### src/ktsamp_pkg.sv
// Shared types and constants for the keyframe track sampler.
// No dependencies; used by every module in src except ktsamp_chk.
package ktsamp_pkg;

    localparam int MAX_KEYS  = 64;
    localparam int KEY_AW    = $clog2(MAX_KEYS);
    localparam int KEY_CW    = KEY_AW + 1;
    localparam int FRAC_BITS = 16;
    localparam int DIV_W     = 48;
    localparam int DIV_CW    = $clog2(DIV_W);

    // 0.0001 frame rounded to the nearest LSB
    localparam logic [31:0] MIN_GAP = 32'(((1 << FRAC_BITS) + 5000) / 10000);
    localparam logic [FRAC_BITS:0] ONE_Q = (FRAC_BITS + 1)'(1) << FRAC_BITS;

    localparam logic OP_WRITE  = 1'b0;
    localparam logic OP_SAMPLE = 1'b1;

    localparam logic [1:0] WRAP_CLAMP    = 2'd0;
    localparam logic [1:0] WRAP_REPEAT   = 2'd1;
    localparam logic [1:0] WRAP_PINGPONG = 2'd2;

    localparam logic [2:0] REG_KEY_COUNT = 3'd0;
    localparam logic [2:0] REG_DURATION  = 3'd1;
    localparam logic [2:0] REG_FPS       = 3'd2;
    localparam logic [2:0] REG_WRAP      = 3'd3;
    localparam logic [2:0] REG_REST      = 3'd4;

    typedef struct packed {
        logic [31:0] frame_time;
        logic [31:0] x;
        logic [31:0] y;
        logic [31:0] z;
    } key_t;

    typedef struct packed {
        logic             start;
        logic [DIV_W-1:0] dividend;
        logic [31:0]      divisor;
    } div_req_t;

    typedef struct packed {
        logic             done;
        logic [DIV_W-1:0] quot;
        logic [31:0]      rem;
    } div_rsp_t;

endpackage

### src/ktsamp_div.sv
// Bit-serial restoring divider, one quotient bit per cycle.
// Depends on ktsamp_pkg.
module ktsamp_div (
    input  logic                clk,
    input  logic                rst_n,
    input  ktsamp_pkg::div_req_t req,
    output ktsamp_pkg::div_rsp_t rsp
);

    logic                          busy_reg, busy_next;
    logic                          done_reg, done_next;
    logic [ktsamp_pkg::DIV_CW-1:0] cnt_reg, cnt_next;
    logic [ktsamp_pkg::DIV_W-1:0]  quo_reg, quo_next;
    logic [31:0]                   rem_reg, rem_next;
    logic [31:0]                   dvs_reg, dvs_next;
    logic [32:0]                   shifted;
    logic                          ge;

    always_comb
    begin
        shifted   = {rem_reg, quo_reg[ktsamp_pkg::DIV_W-1]};
        ge        = shifted >= {1'b0, dvs_reg};
        busy_next = busy_reg;
        done_next = 1'b0;
        cnt_next  = cnt_reg;
        quo_next  = quo_reg;
        rem_next  = rem_reg;
        dvs_next  = dvs_reg;
        if (req.start)
        begin
            busy_next = 1'b1;
            cnt_next  = '0;
            quo_next  = req.dividend;
            rem_next  = '0;
            dvs_next  = req.divisor;
        end
        else if (busy_reg)
        begin
            rem_next = ge ? 32'(shifted - {1'b0, dvs_reg}) : shifted[31:0];
            quo_next = {quo_reg[ktsamp_pkg::DIV_W-2:0], ge};
            cnt_next = cnt_reg + 1'b1;
            if (cnt_reg == ktsamp_pkg::DIV_CW'(ktsamp_pkg::DIV_W - 1))
            begin
                busy_next = 1'b0;
                done_next = 1'b1;
            end
        end
    end

    always_ff @(posedge clk or negedge rst_n)
    begin
        if (!rst_n)
        begin
            busy_reg <= 1'b0;
            done_reg <= 1'b0;
            cnt_reg  <= '0;
        end
        else
        begin
            busy_reg <= busy_next;
            done_reg <= done_next;
            cnt_reg  <= cnt_next;
        end
    end

    always_ff @(posedge clk)
    begin
        quo_reg <= quo_next;
        rem_reg <= rem_next;
        dvs_reg <= dvs_next;
    end

    assign rsp.done = done_reg;
    assign rsp.quot = quo_reg;
    assign rsp.rem  = rem_reg;

endmodule

### config.mk
export PLATFORM = sky130hd
export DESIGN_NAME = ktsamp_div
export DESIGN_NICKNAME = d
export VERILOG_FILES = /design/src/ktsamp_pkg.sv /design/src/ktsamp_div.sv
export SDC_FILE = /design/constraint.sdc
export NUM_CORES = 1
export LEC_CHECK = 0
export BUFFER_PORTS_ARGS = -buffer_cell sky130_fd_sc_hd__buf_2
export CAP_MARGIN = 25
export CORE_ASPECT_RATIO = 1.5
export CORE_MARGIN = 3
export CORE_UTILIZATION = 50
export CTS_CLUSTER_DIAMETER = 100
export CTS_CLUSTER_SIZE = 10
export DETAILED_ROUTE_END_ITERATION = 7
export GPL_TIMING_DRIVEN = 0
export PLACE_DENSITY = 0.85
export SETUP_SLACK_MARGIN = 0.02
export SYNTH_ARGS = -nofsm -noshare
export SYNTH_HDL_FRONTEND = slang
export SYNTH_SLANG_ARGS = --single-unit
export TNS_END_PERCENT = 100
### constraint.sdc
create_clock -name clk -period 3.2 [get_ports clk]
set_clock_uncertainty 0.05 [all_clocks]
set_input_delay 0.32 -clock clk [delete_from_list [all_inputs] [get_ports clk]]
set_output_delay 0.32 -clock clk [all_outputs]
set_load 0.005 [all_outputs]
==> impl_results.html <==
<table>
<tr><th>Metric</th><th>Value</th></tr>
<tr><th colspan="2">Outcome</th></tr>
<tr><td>Status</td><td>finished, final reports clean</td></tr>
<tr><th colspan="2">Clock network</th></tr>
<tr><td>Num CTS Buffers</td><td>17</td></tr>
<tr><td>Clock latency reported for the late side of the worst-skew pair</td><td>0.42 ns</td></tr>
<tr><td>Clock input transition at the sequential cells of the worst setup and hold paths</td><td>0.06 ns</td></tr>
<tr><td>CTS H-Tree Depth</td><td>4</td></tr>
<tr><td>Post CTS Setup Buffer Count</td><td>0</td></tr>
<tr><td>Clk sinks</td><td>120</td></tr>
<tr><td>Clock Path Buffers</td><td>2</td></tr>
<tr><td>Clock Tree Root</td><td>sky130_fd_sc_hd__clkbuf_16</td></tr>
<tr><td>TritonCTS clock tree</td><td>done</td></tr>
<tr><th colspan="2">Route</th></tr>
<tr><td>Total iterations of the first detailed-routing run</td><td>5</td></tr>
<tr><td>Number of vias per cell</td><td>5.78</td></tr>
<tr><td>Wire length after detailed routing</td><td>18000 microns</td></tr>
<tr><td>Number of remaining DRC errors</td><td>0</td></tr>
<tr><td>Detailed router's first-iteration violation count</td><td>448</td></tr>
<tr><td>DR WL/cell</td><td>18.4 microns</td></tr>
<tr><td>Final ANT Viol Nets</td><td>0</td></tr>
<tr><td>Routed vias</td><td>5645</td></tr>
<tr><th colspan="2">STA</th></tr>
<tr><td>Relative slew slack</td><td>40.9%</td></tr>
<tr><td>Period utilization</td><td>94.3%</td></tr>
<tr><td>Final hold vios</td><td>0</td></tr>
<tr><td>RSZ-0062 raised after global routing</td><td>false</td></tr>
<tr><td># setup viols final</td><td>0</td></tr>
<tr><td>Achievable frequency</td><td>331 MHz</td></tr>
<tr><td>Number of pins exceeding their max-slew limit in the final report</td><td>0</td></tr>
<tr><td>Worst Tran Pin Value</td><td>0.883 ns</td></tr>
<tr><td>Final critical-path required period</td><td>3.02 ns</td></tr>
<tr><th colspan="2">Layout</th></tr>
<tr><td>Net count of the finished layout</td><td>921</td></tr>
<tr><td>Flip-flop count of the largest register, all copies and words added</td><td>48</td></tr>
<tr><td>P&amp;R area growth vs syn</td><td>24.1%</td></tr>
<tr><td>Share of cells above drive strength 1</td><td>32.1%</td></tr>
<tr><td>Leading cell type in the layout, fill and taps excluded</td><td>sky130_fd_sc_hd__buf_2</td></tr>
<tr><td>Non-filler instance count after layout</td><td>976</td></tr>
<tr><td>Commonest cells after routing, fill and taps aside</td><td>sky130_fd_sc_hd__buf_2, sky130_fd_sc_hd__edfxtp_1, sky130_fd_sc_hd__nor2_1, sky130_fd_sc_hd__mux2_2, sky130_fd_sc_hd__inv_1</td></tr>
<tr><td>Diodes inserted</td><td>0</td></tr>
<tr><td>Post-layout util</td><td>63.8%</td></tr>
<tr><th colspan="2">Synth</th></tr>
<tr><td>Cell variety after synth</td><td>59</td></tr>
<tr><td>YS warnings</td><td>0</td></tr>
<tr><td>Post-synthesis net count</td><td>740</td></tr>
<tr><td>Proportion of synthesized chip area in sequential cells</td><td>48.2%</td></tr>
<tr><td>Fraction of synthesis flops using an asynchronous set or reset pin</td><td>6.67%</td></tr>
<tr><td>Synthesis-stage register bit count</td><td>120</td></tr>
<tr><td>Top_reg_cell synth</td><td>sky130_fd_sc_hd__edfxtp_1</td></tr>
<tr><td>Post-synthesis cell area</td><td>6730 sq um</td></tr>
<tr><td>EDFF count, synth</td><td>80</td></tr>
<tr><td>Post-synthesis average cell area</td><td>10.8 sq um</td></tr>
<tr><td>Number of instances in the synthesized netlist</td><td>623</td></tr>
<tr><th colspan="2">Global routing</th></tr>
<tr><td>Pin count of the biggest net entering global routing</td><td>41</td></tr>
<tr><td>Number of antenna violations at the first check in global routing</td><td>0</td></tr>
<tr><td>Via count of the first global-routing pass</td><td>5658</td></tr>
<tr><td>First-pass GRT wire length</td><td>28500 microns</td></tr>
<tr><td>Overall global routing resource usage</td><td>24.4%</td></tr>
<tr><td>Global route total overflow</td><td>0</td></tr>
<tr><th colspan="2">Critical path</th></tr>
<tr><td>Worst stage delay on the critical path</td><td>0.37 ns</td></tr>
<tr><td>Startpoint type of the worst setup path</td><td>register</td></tr>
<tr><td>WP depth</td><td>10</td></tr>
<tr><td>Count of buffering cells on the critical path with inverters included</td><td>2</td></tr>
<tr><td>Data required time of the worst path</td><td>3.32 ns</td></tr>
<tr><td>Capturing element type of the critical path</td><td>register</td></tr>
<tr><td>Arrival @ worst endpoint</td><td>3.14 ns</td></tr>
<tr><td>Worst path top cell family by delay</td><td>compound AO/OA/AOI/OAI gates</td></tr>
<tr><td>Cell chain of the critical path</td><td>ha_1 &gt; a21o_1 &gt; a21o_1 &gt; a211oi_2 &gt; nor2_1 &gt; a311o_1 &gt; a221o_1 &gt; buf_6 &gt; buf_6 &gt; mux2_2</td></tr>
<tr><td>Crit-path slowest cell</td><td>sky130_fd_sc_hd__ha_1</td></tr>
<tr><td>Setup Crit Path Kind</td><td>reg -&gt; reg</td></tr>
<tr><td>Cells on worst reg2reg path</td><td>10</td></tr>
<tr><td>Crit-path max FO</td><td>10</td></tr>
<tr><th colspan="2">Floorplanning</th></tr>
<tr><td>Die width</td><td>101 microns</td></tr>
<tr><td>Vertical die dimension</td><td>148 microns</td></tr>
<tr><td>Core footprint</td><td>13100 sq um</td></tr>
<tr><td>Initial core utilization</td><td>51.4%</td></tr>
<tr><td>I/O pins</td><td>164</td></tr>
<tr><td>Number of cell rows</td><td>51</td></tr>
<tr><td>Die Footprint</td><td>14900 sq um</td></tr>
<tr><th colspan="2">Min path</th></tr>
<tr><td>WHS Path Cells</td><td>1</td></tr>
<tr><td>Min-delay worst type</td><td>in -&gt; reg</td></tr>
<tr><th colspan="2">Placed design</th></tr>
<tr><td>Number of cells after detailed placement</td><td>946</td></tr>
<tr><td>Number of I/O port buffers</td><td>163</td></tr>
<tr><td>Post-detail-place hpwl</td><td>13100 microns</td></tr>
<tr><td>Placer's final routability congestion estimate</td><td>0.934</td></tr>
<tr><th colspan="2">Power</th></tr>
<tr><td>Leakage power figure</td><td>3.71 nW</td></tr>
<tr><td>Power density cells</td><td>759 nW/um^2</td></tr>
<tr><td>VDD IR-drop max</td><td>431 uV</td></tr>
<tr><th colspan="2">Run</th></tr>
<tr><td>Maxcap violations</td><td>0</td></tr>
</table>
==> worst paths after layout <==
check	startpoint	to	slack, ns
worst max-delay path	rem_reg[25]	quo_reg[0]	0.18
worst min-delay path	req[20]	dvs_reg[20]	0.02
worst max register to register	rem_reg[25]	quo_reg[0]	0.18
worst min register to register	rem_reg[18]	rem_reg[18]	0.46
max in group asynchronous	rst_n	cnt_reg[2]	2.70
min in group asynchronous	rst_n	cnt_reg[1]	0.22
==> timing repair <==
action	in CTS	in global routing
setup endpoints to repair	0	29
endpoints found under the hold margin	8	0
gates resized for setup	0	5
hold buffers	1	0
==> kinds of logic after synthesis <==
| group | Yosys count | share of synthesized area, % |
|---|---|---|
| and+or+nand+nor | 156 | 10.7 |
| DFF | 120 | 48.2 |
| muxes | 73 | 11.8 |
| buffers and inverters | 69 | 4.37 |
| AOI/OAI and AO/OA | 142 | 14.7 |
| xor gates and xnor gates | 29 | 3.77 |
| adders and majority gates | 34 | 6.43 |
==> through the flow <==
| stage | TNS, ns | power [mW] | cell area, sq um | setup slack (ns) | hold WS, ns |
|---|---|---|---|---|---|
| after detailed placement | 0 | 4.41 | 7760 | 0.165 | 0.124 |
| after CTS | 0 | 6.31 | 8350 | 0.130 | 0.0120 |
| final | 0 | 6.34 | 8350 | 0.183 | 0.0193 |
| after global routing | 0 | 6.68 | 8350 | 0.0374 | 0.00856 |
| after floorplan | 0 | 3.74 | 6730 | 0.396 | -0.0256 |
| after global placement | -27.43 | 4.35 | 7740 | -0.564 | 0.119 |
==> cells in the mapped netlist (17+ instances only) <==
cell type                  instances  area share (%)
sky130_fd_sc_hd__edfxtp_1         80              36
sky130_fd_sc_hd__nor2_1           56             3.1
sky130_fd_sc_hd__mux2_2           48             8.0
sky130_fd_sc_hd__inv_1            40             2.2
sky130_fd_sc_hd__nand2_1          39             2.2
sky130_fd_sc_hd__ha_1             33             6.1
sky130_fd_sc_hd__dfxtp_1          32             9.5
sky130_fd_sc_hd__a21oi_1          28             2.1
sky130_fd_sc_hd__a211oi_1         25             2.8
sky130_fd_sc_hd__mux2i_1          24             3.6
sky130_fd_sc_hd__o21ai_0          17             1.3
==> layer usage <==
metal  track usage (%)  part of all wire, %  up-vias
li1                  -                    -     2672
met4              10.5                  3.6        0
met5                 0                    0        -
met3              6.34                  7.1       56
met2              42.6                   52      244
met1              27.9                   37     2673
==> area by class of cell <==
class / instances / area, sq um
clock inverters: 15 / 148
fillers: 978 / 4730
flip-flops and latches: 120 / 3240
well taps: 159 / 199
repair buffers: 165 / 846
inverters: 40 / 150
plain buffers: 26 / 133
multi-input cells: 434 / 3210
clock buffers: 17 / 425
==> where the power goes <==
group          switching, mW  internal, mW  leakage, nW
combinational           1.30          1.05         2.24
sequential             0.197          1.92         1.19
clock                  0.840          1.04        0.283
total                   2.33          4.01         3.71
(Power assumes the default switching activity.)
